### config.mk
export PLATFORM = sky130hd
export DESIGN_NAME = packed_reader_writer_lock
export DESIGN_NICKNAME = d
export VERILOG_FILES = /design/src/rtl/rwl_pkg.sv /design/src/rtl/packed_reader_writer_lock.sv /design/src/rtl/rwl_core.sv
export SDC_FILE = /design/constraint.sdc
export NUM_CORES = 1
export LEC_CHECK = 0
export BUFFER_PORTS_ARGS = -buffer_cell sky130_fd_sc_hd__buf_2
export CAP_MARGIN = 20
export CORE_MARGIN = 5
export CORE_UTILIZATION = 59
export CTS_BUF_LIST = sky130_fd_sc_hd__clkbuf_16
export CTS_CLUSTER_DIAMETER = 30
export DETAILED_ROUTE_END_ITERATION = 10
export PLACE_DENSITY = 0.81
export SYNTH_ARGS = -nofsm -noshare
export SYNTH_HDL_FRONTEND = slang
export SYNTH_HIERARCHICAL = 1
export SYNTH_SLANG_ARGS = --single-unit
### constraint.sdc
create_clock -name clock -period 4.25 [get_ports clock]
set_clock_uncertainty 0.2 [all_clocks]
set_input_delay 0.85 -clock clock [delete_from_list [all_inputs] [get_ports clock]]
set_output_delay 0.85 -clock clock [all_outputs]
set_load 0.02 [all_outputs]
### src/rtl/rwl_pkg.sv
`timescale 1ns / 1ps
// ----------------------------------------------------------------------------
// rwl_pkg
// Shared types and codes for the packed reader-writer lock.
// ----------------------------------------------------------------------------
package rwl_pkg;

   localparam int ATTEMPT_BITS   = 16;
   localparam int MODE_BITS      = 3;
   localparam int STATUS_BITS    = 3;
   localparam int OUT_COUNT_BITS = 10;

   localparam logic [MODE_BITS-1:0] MODE_ACQ_WRITE = 3'd0;
   localparam logic [MODE_BITS-1:0] MODE_ACQ_READ  = 3'd1;
   localparam logic [MODE_BITS-1:0] MODE_REL_WRITE = 3'd2;
   localparam logic [MODE_BITS-1:0] MODE_REL_READ  = 3'd3;
   localparam logic [MODE_BITS-1:0] MODE_TRY_WRITE = 3'd4;
   localparam logic [MODE_BITS-1:0] MODE_TRY_READ  = 3'd5;
   localparam logic [MODE_BITS-1:0] MODE_CLAIM     = 3'd6;

   localparam logic [STATUS_BITS-1:0] ST_GRANTED  = 3'd0;
   localparam logic [STATUS_BITS-1:0] ST_BUSY     = 3'd1;
   localparam logic [STATUS_BITS-1:0] ST_QUEUED   = 3'd2;
   localparam logic [STATUS_BITS-1:0] ST_RELEASED = 3'd3;
   localparam logic [STATUS_BITS-1:0] ST_ERROR    = 3'd4;

   typedef struct packed {
      logic [MODE_BITS-1:0]    mode;
      logic [ATTEMPT_BITS-1:0] attempt;
   } req_type;

   typedef struct packed {
      logic [STATUS_BITS-1:0]    status;
      logic                      wake_writer;
      logic [OUT_COUNT_BITS-1:0] wake_reader_count;
      logic                      is_owned;
      logic [OUT_COUNT_BITS-1:0] reader_owners;
      logic [OUT_COUNT_BITS-1:0] writer_waiters;
   } rsp_type;

   typedef struct packed {
      logic owned;
      logic waking;
   } flags_type;

endpackage

### src/rtl/packed_reader_writer_lock.sv
`timescale 1ns / 1ps
// ----------------------------------------------------------------------------
// packed_reader_writer_lock
// Hardware reader-writer lock: one request item in, one result item out.
// Path: an accepted item passes the input register, then the result register,
// which raises rsp_valid and holds the result while rsp_ready is low.
// Throughput: one item per cycle while rsp_ready is high; lock state is updated
// as an item moves into the result register, so the next item sees it at once.
// Reset (synchronous): lock free, all counters zero, spin_limit zero.
// ----------------------------------------------------------------------------
module packed_reader_writer_lock
   import rwl_pkg::*;
#(
   parameter int COUNT_BITS = 10
) (
   input  logic                    clock,
   input  logic                    reset,
   input  logic                    req_valid,
   output logic                    req_ready,
   input  req_type                 req_data,
   output logic                    rsp_valid,
   input  logic                    rsp_ready,
   output rsp_type                 rsp_data,
   input  logic                    csr_valid,
   output logic                    csr_ready,
   input  logic [ATTEMPT_BITS-1:0] csr_data
);

   logic                    in_valid_ff;
   req_type                 in_data_ff;
   logic                    rsp_valid_ff;
   rsp_type                 rsp_data_ff;
   rsp_type                 rsp_data_in;
   logic [ATTEMPT_BITS-1:0] spin_limit_ff;
   flags_type               flags_ff;
   flags_type               flags_in;
   logic [COUNT_BITS-1:0]   readers_ff;
   logic [COUNT_BITS-1:0]   readers_in;
   logic [COUNT_BITS-1:0]   rwait_ff;
   logic [COUNT_BITS-1:0]   rwait_in;
   logic [COUNT_BITS-1:0]   wwait_ff;
   logic [COUNT_BITS-1:0]   wwait_in;
   logic                    advance;

   assign advance   = in_valid_ff && (!rsp_valid_ff || rsp_ready);
   assign req_ready = !in_valid_ff || advance;
   assign csr_ready = 1'b1;
   assign rsp_valid = rsp_valid_ff;
   assign rsp_data  = rsp_data_ff;

   rwl_core #(
      .COUNT_BITS(COUNT_BITS)
   ) u_core (
      .req             (in_data_ff),
      .spin_limit      (spin_limit_ff),
      .flags           (flags_ff),
      .readers         (readers_ff),
      .reader_waits    (rwait_ff),
      .writer_waits    (wwait_ff),
      .flags_in        (flags_in),
      .readers_in      (readers_in),
      .reader_waits_in (rwait_in),
      .writer_waits_in (wwait_in),
      .rsp             (rsp_data_in)
   );

   always_ff @(posedge clock) begin
      if (reset) begin
         in_valid_ff   <= 1'b0;
         rsp_valid_ff  <= 1'b0;
         spin_limit_ff <= '0;
         flags_ff      <= '0;
         readers_ff    <= '0;
         rwait_ff      <= '0;
         wwait_ff      <= '0;
      end else begin
         if (req_ready) begin
            in_valid_ff <= req_valid;
         end
         if (advance) begin
            rsp_valid_ff <= 1'b1;
            flags_ff     <= flags_in;
            readers_ff   <= readers_in;
            rwait_ff     <= rwait_in;
            wwait_ff     <= wwait_in;
         end else if (rsp_ready) begin
            rsp_valid_ff <= 1'b0;
         end
         if (csr_valid) begin
            spin_limit_ff <= csr_data;
         end
      end
   end

   always_ff @(posedge clock) begin
      if (req_valid && req_ready) begin
         in_data_ff <= req_data;
      end
      if (advance) begin
         rsp_data_ff <= rsp_data_in;
      end
   end

endmodule

### src/rtl/rwl_core.sv
`timescale 1ns / 1ps
// ----------------------------------------------------------------------------
// rwl_core
// Next-state and result logic for one lock request.
// ----------------------------------------------------------------------------
module rwl_core
   import rwl_pkg::*;
#(
   parameter int COUNT_BITS = 10
) (
   input  req_type                 req,
   input  logic [ATTEMPT_BITS-1:0] spin_limit,
   input  flags_type               flags,
   input  logic [COUNT_BITS-1:0]   readers,
   input  logic [COUNT_BITS-1:0]   reader_waits,
   input  logic [COUNT_BITS-1:0]   writer_waits,
   output flags_type               flags_in,
   output logic [COUNT_BITS-1:0]   readers_in,
   output logic [COUNT_BITS-1:0]   reader_waits_in,
   output logic [COUNT_BITS-1:0]   writer_waits_in,
   output rsp_type                 rsp
);

   logic                  may_queue;
   logic                  readers_full;
   logic                  rwait_full;
   logic                  wwait_full;
   logic                  readers_zero;
   logic                  wwait_zero;
   logic [STATUS_BITS-1:0] status;
   logic                  wake_w;
   logic [COUNT_BITS-1:0] wake_r;
   logic [COUNT_BITS+OUT_COUNT_BITS-1:0] ext_wake;
   logic [COUNT_BITS+OUT_COUNT_BITS-1:0] ext_readers;
   logic [COUNT_BITS+OUT_COUNT_BITS-1:0] ext_wwait;

   assign may_queue    = (req.attempt >= spin_limit);
   assign readers_full = &readers;
   assign rwait_full   = &reader_waits;
   assign wwait_full   = &writer_waits;
   assign readers_zero = (readers == '0);
   assign wwait_zero   = (writer_waits == '0);

   always_comb begin
      flags_in        = flags;
      readers_in      = readers;
      reader_waits_in = reader_waits;
      writer_waits_in = writer_waits;
      status          = ST_ERROR;
      wake_w          = 1'b0;
      wake_r          = '0;
      case (req.mode)
         MODE_ACQ_WRITE: begin
            if (!flags.owned && !flags.waking) begin
               flags_in.owned = 1'b1;
               status         = ST_GRANTED;
            end else if (may_queue) begin
               if (!wwait_full) begin
                  writer_waits_in = writer_waits + 1'b1;
                  status          = ST_QUEUED;
               end
            end else begin
               status = ST_BUSY;
            end
         end
         MODE_ACQ_READ: begin
            if (!flags.owned && readers_zero && !flags.waking && wwait_zero) begin
               flags_in.owned = 1'b1;
               readers_in     = {{(COUNT_BITS-1){1'b0}}, 1'b1};
               status         = ST_GRANTED;
            end else if (flags.owned && !readers_zero && !flags.waking && wwait_zero) begin
               if (!readers_full) begin
                  readers_in = readers + 1'b1;
                  status     = ST_GRANTED;
               end
            end else if (may_queue) begin
               if (!rwait_full) begin
                  reader_waits_in = reader_waits + 1'b1;
                  status          = ST_QUEUED;
               end
            end else begin
               status = ST_BUSY;
            end
         end
         MODE_REL_WRITE: begin
            if (flags.owned && readers_zero) begin
               flags_in.owned = 1'b0;
               status         = ST_RELEASED;
               if (!wwait_zero) begin
                  flags_in.waking = 1'b1;
                  writer_waits_in = writer_waits - 1'b1;
                  wake_w          = 1'b1;
               end else begin
                  wake_r          = reader_waits;
                  reader_waits_in = '0;
               end
            end
         end
         MODE_REL_READ: begin
            if (flags.owned && !readers_zero) begin
               status = ST_RELEASED;
               if (readers != {{(COUNT_BITS-1){1'b0}}, 1'b1}) begin
                  readers_in = readers - 1'b1;
               end else begin
                  flags_in.owned = 1'b0;
                  readers_in     = '0;
                  if (!wwait_zero) begin
                     flags_in.waking = 1'b1;
                     writer_waits_in = writer_waits - 1'b1;
                     wake_w          = 1'b1;
                  end
               end
            end
         end
         MODE_TRY_WRITE: begin
            if (flags.owned || flags.waking) begin
               status = ST_BUSY;
            end else begin
               flags_in.owned = 1'b1;
               status         = ST_GRANTED;
            end
         end
         MODE_TRY_READ: begin
            if (flags.waking || !wwait_zero) begin
               status = ST_BUSY;
            end else if (!flags.owned) begin
               if (!readers_full) begin
                  readers_in     = readers + 1'b1;
                  flags_in.owned = 1'b1;
                  status         = ST_GRANTED;
               end
            end else if (!readers_zero) begin
               if (!readers_full) begin
                  readers_in = readers + 1'b1;
                  status     = ST_GRANTED;
               end
            end else begin
               status = ST_BUSY;
            end
         end
         MODE_CLAIM: begin
            if (flags.waking && !flags.owned) begin
               flags_in.waking = 1'b0;
               flags_in.owned  = 1'b1;
               status          = ST_GRANTED;
            end
         end
         default: begin
            status = ST_ERROR;
         end
      endcase
   end

   // counts leave at the fixed result width, zero-extended or truncated
   assign ext_wake    = {{OUT_COUNT_BITS{1'b0}}, wake_r};
   assign ext_readers = {{OUT_COUNT_BITS{1'b0}}, readers_in};
   assign ext_wwait   = {{OUT_COUNT_BITS{1'b0}}, writer_waits_in};

   always_comb begin
      rsp.status            = status;
      rsp.wake_writer       = wake_w;
      rsp.wake_reader_count = ext_wake[OUT_COUNT_BITS-1:0];
      rsp.is_owned          = flags_in.owned;
      rsp.reader_owners     = ext_readers[OUT_COUNT_BITS-1:0];
      rsp.writer_waiters    = ext_wwait[OUT_COUNT_BITS-1:0];
   end

endmodule
==> results.yml, run 1 <==
outcome:
  outcome: "finished clean"
power_and_ir_drop:
  switching_share: 0.2629
  p_switching_mw: 0.5683
  ir_worst_vdd_mv: 0.2518
  pwr_density_cell_nw_per_um2: 307.0
  power.share.combinational: 0.121
  power_frac_clock: 0.363
  p_int_mw: 1.593
  seq_power_share: 0.516
  static-leakage-power_nw: 2.675
  power_total_mw: 2.162
global_routing:
  pin_count_of_the_biggest_net_entering_global_routing: 83
  grt_pass1_vias: 5335
  global_route_wire_length_before_repair_mm: 25.74
  antenna_found_initial: 0
  grt.total_usage: 0.2408
  grt_overflow: 0
floorplanning:
  start_util: 0.6047
  die-area_um2: 13370
  floorplan.rows: 38
  placeableCoreArea_um2: 10890
  design.portCount: 78
  die_width_um: 115.6
  floorplan.die.height_um: 115.6
detailed_routing:
  wirelength_mm: 15.59
  firstDrtPassIters: 7
  route.vias.total: 5533
  route.detailed.drc: 0
  detail_route.vias_per_cell: 6.182
  initialDrtViolationCount: 525
  wl_per_cell_um: 17.42
  drtAntennaViolNets: 0
cts:
  clkLatencyLatePin_ns: 0.36
  cts-htree-levels: 3
  cts_repair_resize_count: 0
  clk_path_buf_depth: 2
  clock_sink_count: 104
  cts_buffers: 9
  cts_tree: "built"
  clockRootBuffer: "clkbuf_16"
  worst_setup_hold_path_clk_slew_ns: 0.07
  holdBufCountCts: 0
  postCtsSetupRepairBufs: 0
setup_path:
  crit_arrival_ns: 3.49
  critical_path_cell_list: "nor2b_1 > o21ai_0 > nor3_1 > nand2_1 > o22ai_1 > nor2_1 > a31oi_1 > nand2b_1 > mux2i_1"
  cp_max_fo: 20
  setup.worst_path.class: "reg -> reg"
  timing.critical_path.slowest_stage_cell: "edfxtp_1"
  critPathLaunchType: "register"
  setup.worst_path.end_class: "register"
  critPathRequiredTime_ns: 4.33
  max_stage_delay_ns: 0.80
placement:
  buffer_ports.inserted: 76
  dp_hpwl_mm: 10.96
  place_congestion: 0.9583
  place_area_um2: 6731
synthesis:
  mappedNetlistNets: 780
  syn_inst: 718
  netlist_top_cells_area: "edfxtp_1 (25%), dfxtp_1 (15%), mux2i_1 (8.1%), nand2b_1 (6.6%), ha_1 (4.2%)"
  synthArstFlopShare: 0
  synth_edf_count: 54
  syn-cell-area_um2: 6584
  post-synth-top-area-cell: "edfxtp_1"
  post_synth_num_cell_types: 74
  ys_dominant_reg_cell: "edfxtp_1"
  seq_area_frac_synth: 0.3983
  yosysTopAreaCellShare: 0.2463
  post_synth.cell_area_avg_um2: 9.170
  yosysWarningCount: 6
  flip_flop_and_latch_count_after_synthesis: 104
layout:
  layout.cells.most_common: "buf_2"
  final_core_utilization: 0.6467
  layout.nets: 812
  multi_input_comb_area_um2: 3377
  n_fill_cell: 914
  n_antenna_cell: 0
  synth_to_layout_area_growth_pct: 6.955
  ff_latch_area_um2: 2623
  post-route-cell-area_um2: 7042
  layout_common_cells: "buf_2 (76), nand2b_1 (69), edfxtp_1 (54)"
  layout-drive-gt1-share: 0.1603
timing:
  drv_slew: 0
  achievable-frequency_mhz: 293.3
  worst_hold_slack_ns: 0.2995
  finalHoldViolations: 0
  worst_slew_pin_slew_ns: 0.9667
  final.setup.tns_ns: 0
  slew_headroom: 0.3556
  final.min_clock_period_ns: 3.409
  final_setup_fails: 0
  finalCritPeriodShare: 0.8021
  grt_setup_unrepaired: "no"
hold_path:
  timing.hold.worst.class: "reg -> reg"
flow_run:
  maxCapViolations: 0
-- final cells by class --
cell class | instances | share of cell area
clock buffer | 9 | 0.03198
clock inverter | 7 | 0.007107
inverter | 31 | 0.01652
multi-input combinational | 518 | 0.4796
sequential | 104 | 0.3724
tap | 140 | 0.02488
timing repair buffer | 86 | 0.06752
-- cell families after synthesis --
logic type | count (synthesis) | synth area share
AOI/OAI and AO/OA | 144 | 0.1412
xor gates and xnor gates | 1 | 0.001331
adders and majority gates | 22 | 0.04181
buffers and inverters | 96 | 0.09008
DFF | 104 | 0.3983
muxes | 53 | 0.08058
other | 1 | 0.0005696
and+or+nand+nor | 297 | 0.2461
-- critical path, delay by kind of cell (launching register included) --
kind	cells	cell delay, ns
multiplexers	1	0.12
AO/OA/AOI/OAI	3	0.61
AND/OR/NAND/NOR	5	1.61
flip-flops	1	0.80
-- Yosys cell counts, drive strengths merged (3+ instances only) --
master and count:
o31ai 9, nand3b 4, a221oi 3, buf 39, dfxtp 50, nor2 53, a21o 4, nor2b 7
nand2 45, inv 30, and3 14, nor4 7, edfxtp 54, ha 22, nand3 30, a21boi 3
o21ai 35, a31oi 12, and2 10, o21a 5, nor3 24, or3 5, o211ai 6, nand4 13
or4 4, a21oi 36, a211oi 5, and4 4, a311oi 3, nand2b 70, a41oi 3, mux2i 53
clkbuf 24
-- state kept, by name, summed over array words and instances, names as in the netlist --
name	flops
rsp_data	35
in_data_ff	19
spin_limit_ff	16
readers_ff	10
rwait_ff	10
wwait_ff	10
flags_ff	2
in_valid_ff	1
rsp_valid	1
-- path summary, 6_finish.rpt --
| check | cells after the start | startpoint | to | slack, ns |
|---|---|---|---|---|
| max | 9 | in_data_ff[16]$_DFFE_PP_ | readers_ff[5]$_SDFFE_PP0P_ | 0.84 |
| min | 2 | spin_limit_ff[10]$_SDFFE_PP0P_ | spin_limit_ff[10]$_SDFFE_PP0P_ | 0.30 |
| max reg2reg | 9 | in_data_ff[16]$_DFFE_PP_ | readers_ff[5]$_SDFFE_PP0P_ | 0.84 |
| min reg2reg | 2 | spin_limit_ff[10]$_SDFFE_PP0P_ | spin_limit_ff[10]$_SDFFE_PP0P_ | 0.30 |
-- metal layers --
metal | track usage | up-vias | routed length, um | share of wire
li1 | - | 2655 | - | -
met1 | 0.3133 | 2609 | 6565 | 0.42
met2 | 0.3951 | 226 | 7538 | 0.48
met3 | 0.03760 | 43 | 1020 | 0.065
met4 | 0.1137 | 0 | 464 | 0.030
met5 | 0 | - | 0 | 0
-- power by group through the flow --
stage               Combinational, mW  Sequential [mW]  Clock, mW
floorplan                       0.175             1.15          0
global route                    0.287             1.12      0.843
global placement                0.250             1.14          0
detailed placement              0.256             1.14          0
finish                          0.262             1.11      0.785
CTS                             0.257             1.11      0.798
-- through the flow --
stage / worst slack (ns) / instances
floorplan: 1.015 / 718
global placement: 0.9828 / 877
detailed placement: 0.9407 / 877
CTS: 0.9289 / 893
global route: 0.5349 / 895
finish: 0.8410 / 895
(Power assumes the default switching activity.)
==> run 2: changes to the inputs <==
Settings changed: CORE_UTILIZATION 59 to 54, PLACE_DENSITY 0.81 to 0.78.
Clock period 4.25 ns to 2.8 ns, I/O delays scaled along.
==> run 2 against run 1 <==
  * The run now ends with setup timing left
  * Register-to-register slack lost 0.98 ns
  * Clock power rose by 63%
  * Setup slack got worse by 0.98 ns
  * Non-clock buffer count rose by 86
  * Global-route usage decreased by 1.4 points
  * Sequential share of layout area down 4.9 points
  * Critical path depth unchanged
  * Critical path type unchanged
==> results.yml, run 2 (synthesis results as in run 1) <==
global_routing:
  antenna_found_initial: 0
  pin_count_of_the_biggest_net_entering_global_routing: 40
  grt_pass1_vias: 5508
  grt_overflow: 0
  global_route_wire_length_before_repair_mm: 26.97
  grt.total_usage: 0.2271
cts:
  holdBufCountCts: 0
  clockRootBuffer: "clkbuf_16"
  cts_buffers: 9
  clk_path_buf_depth: 2
  cts-htree-levels: 3
  cts_tree: "built"
  clkLatencyLatePin_ns: 0.36
  worst_setup_hold_path_clk_slew_ns: 0.07
  clock_sink_count: 104
floorplanning:
  start_util: 0.5504
  floorplan.rows: 40
  die-area_um2: 14500
  placeableCoreArea_um2: 11960
  die_width_um: 120.4
  floorplan.die.height_um: 120.4
  design.portCount: 78
timing:
  final.min_clock_period_ns: 2.936
  slew_headroom: 0.6249
  fin_ws_ns: -0.1358
  finalHoldViolations: 0
  grt_setup_unrepaired: "yes"
  achievable-frequency_mhz: 340.6
  drv_slew: 0
  final_setup_fails: 18
  finalCritPeriodShare: 1.048
  worst_slew_pin_slew_ns: 0.5627
detailed_routing:
  initialDrtViolationCount: 459
  met2_length_mm: 8.293
  met3_wire_len_mm: 1.049
  highest-signal-layer: "met4"
  detail_route.vias_per_cell: 5.972
  wirelength_met1_mm: 7.164
  wirelength_mm: 17.10
  route.vias.total: 5900
  route.detailed.drc: 0
  drtAntennaViolNets: 0
  wl_per_cell_um: 17.31
  firstDrtPassIters: 5
layout:
  n_fill_cell: 883
  largest_reg_flops: 35
  layout_common_cells: "buf_4 (89), buf_2 (76), nand2b_1 (68)"
  multi_input_comb_area_um2: 3749
  layout-drive-gt1-share: 0.3127
  synth_to_layout_area_growth_pct: 23.19
  layout.nets: 898
  n_antenna_cell: 0
  ff_latch_area_um2: 2625
  final_core_utilization: 0.6780
  layout.cells.most_common: "buf_4"
power_and_ir_drop:
  power_total_mw: 3.476
  p_switching_mw: 0.9018
  static-leakage-power_nw: 3.204
  ir_worst_vdd_mv: 0.3302
  power.share.combinational: 0.147
  switching_share: 0.2594
  seq_power_share: 0.484
  p_int_mw: 2.574
  pwr_density_cell_nw_per_um2: 428.6
  power_frac_clock: 0.369
setup_path:
  setup.worst_path.end_class: "register"
  critPathLaunchType: "register"
  timing.critical_path.max_delay_family: "simple AND/OR/NAND/NOR gates"
  crit_arrival_ns: 2.97
  cp_max_fo: 5
  max_stage_delay_ns: 0.54
  timing.critical_path.slowest_stage_cell: "or4_4"
  crit_path_frequent_cell: "or4_4"
  setup.worst_path.class: "reg -> reg"
  critical_path_buf_inv_count: 0
  critPathRequiredTime_ns: 2.83
  critical_path_cell_list: "or4_4 > or4_4 > or3b_4 > a31oi_4 > o21a_4 > a21oi_2 > a311o_1 > nand2b_1 > mux2i_1"
  reg_to_reg_setup_timing_slack_ns: -0.14
placement:
  buffer_ports.inserted: 76
  dp_hpwl_mm: 11.83
  place_congestion: 0.9466
outcome:
  outcome: "finished, violations left"
  violations: "setup timing"
flow_run:
  maxCapViolations: 0
hold_path:
  timing.hold.worst.class: "in -> reg"
run 2: layout make-up:
type / instances / share of cell area
clock inverters: 7 / 0.008639
multi-input cells: 518 / 0.4622
repair buffers: 172 / 0.1407
flip-flops and latches: 104 / 0.3237
well taps: 147 / 0.02268
inverters: 31 / 0.01435
clock buffers: 9 / 0.02777
run 2: worst paths after layout:
path	start	end	depth (start not counted)
max reg2reg	wwait_ff[5]$_SDFFE_PP0P_	readers_ff[1]$_SDFFE_PP0P_	9
max	wwait_ff[5]$_SDFFE_PP0P_	readers_ff[1]$_SDFFE_PP0P_	9
min reg2reg	spin_limit_ff[13]$_SDFFE_PP0P_	spin_limit_ff[13]$_SDFFE_PP0P_	2
min	req_data[12]	in_data_ff[12]$_DFFE_PP_	1
run 2: power by group through the flow:
| stage | Combinational (mW) | Clock (mW) | Sequential [mW] |
|---|---|---|---|
| after global placement | 0.430 | 0 | 1.71 |
| final | 0.511 | 1.28 | 1.68 |
| after CTS | 0.445 | 1.31 | 1.68 |
| after detailed placement | 0.441 | 0 | 1.72 |
| after global routing | 0.550 | 1.37 | 1.69 |
| after floorplan | 0.269 | 0 | 1.74 |
run 2: per-stage QoR:
step                      setup slack, ns  cell area (um2)  setup TNS, ns  hold WS, ns  instances
after floorplan                   -0.4201             6611         -3.680       0.2454        718
after global placement            -0.1225             7343        -0.9027       0.2767        959
after detailed placement          -0.1415             7343         -1.419       0.2919        959
after CTS                         -0.1615             7669         -1.501       0.1628        975
after global routing              -0.1748             8110         -2.204       0.1640        988
final                             -0.1358             8110        -0.9489       0.1718        988
run 2: routing by layer:
metal  global-route usage  up-vias
li1                     -     2821
met1               0.2899     2757
met3              0.03321       52
met2               0.3832      270
met5                    0        -
met4              0.09915        0
run 2: timing repair:
item,CTS,global route
setup endpoints to repair,31,52
resized for setup,9,82
cloned,0,2
buffers inserted,0,11
pin swaps,5,43
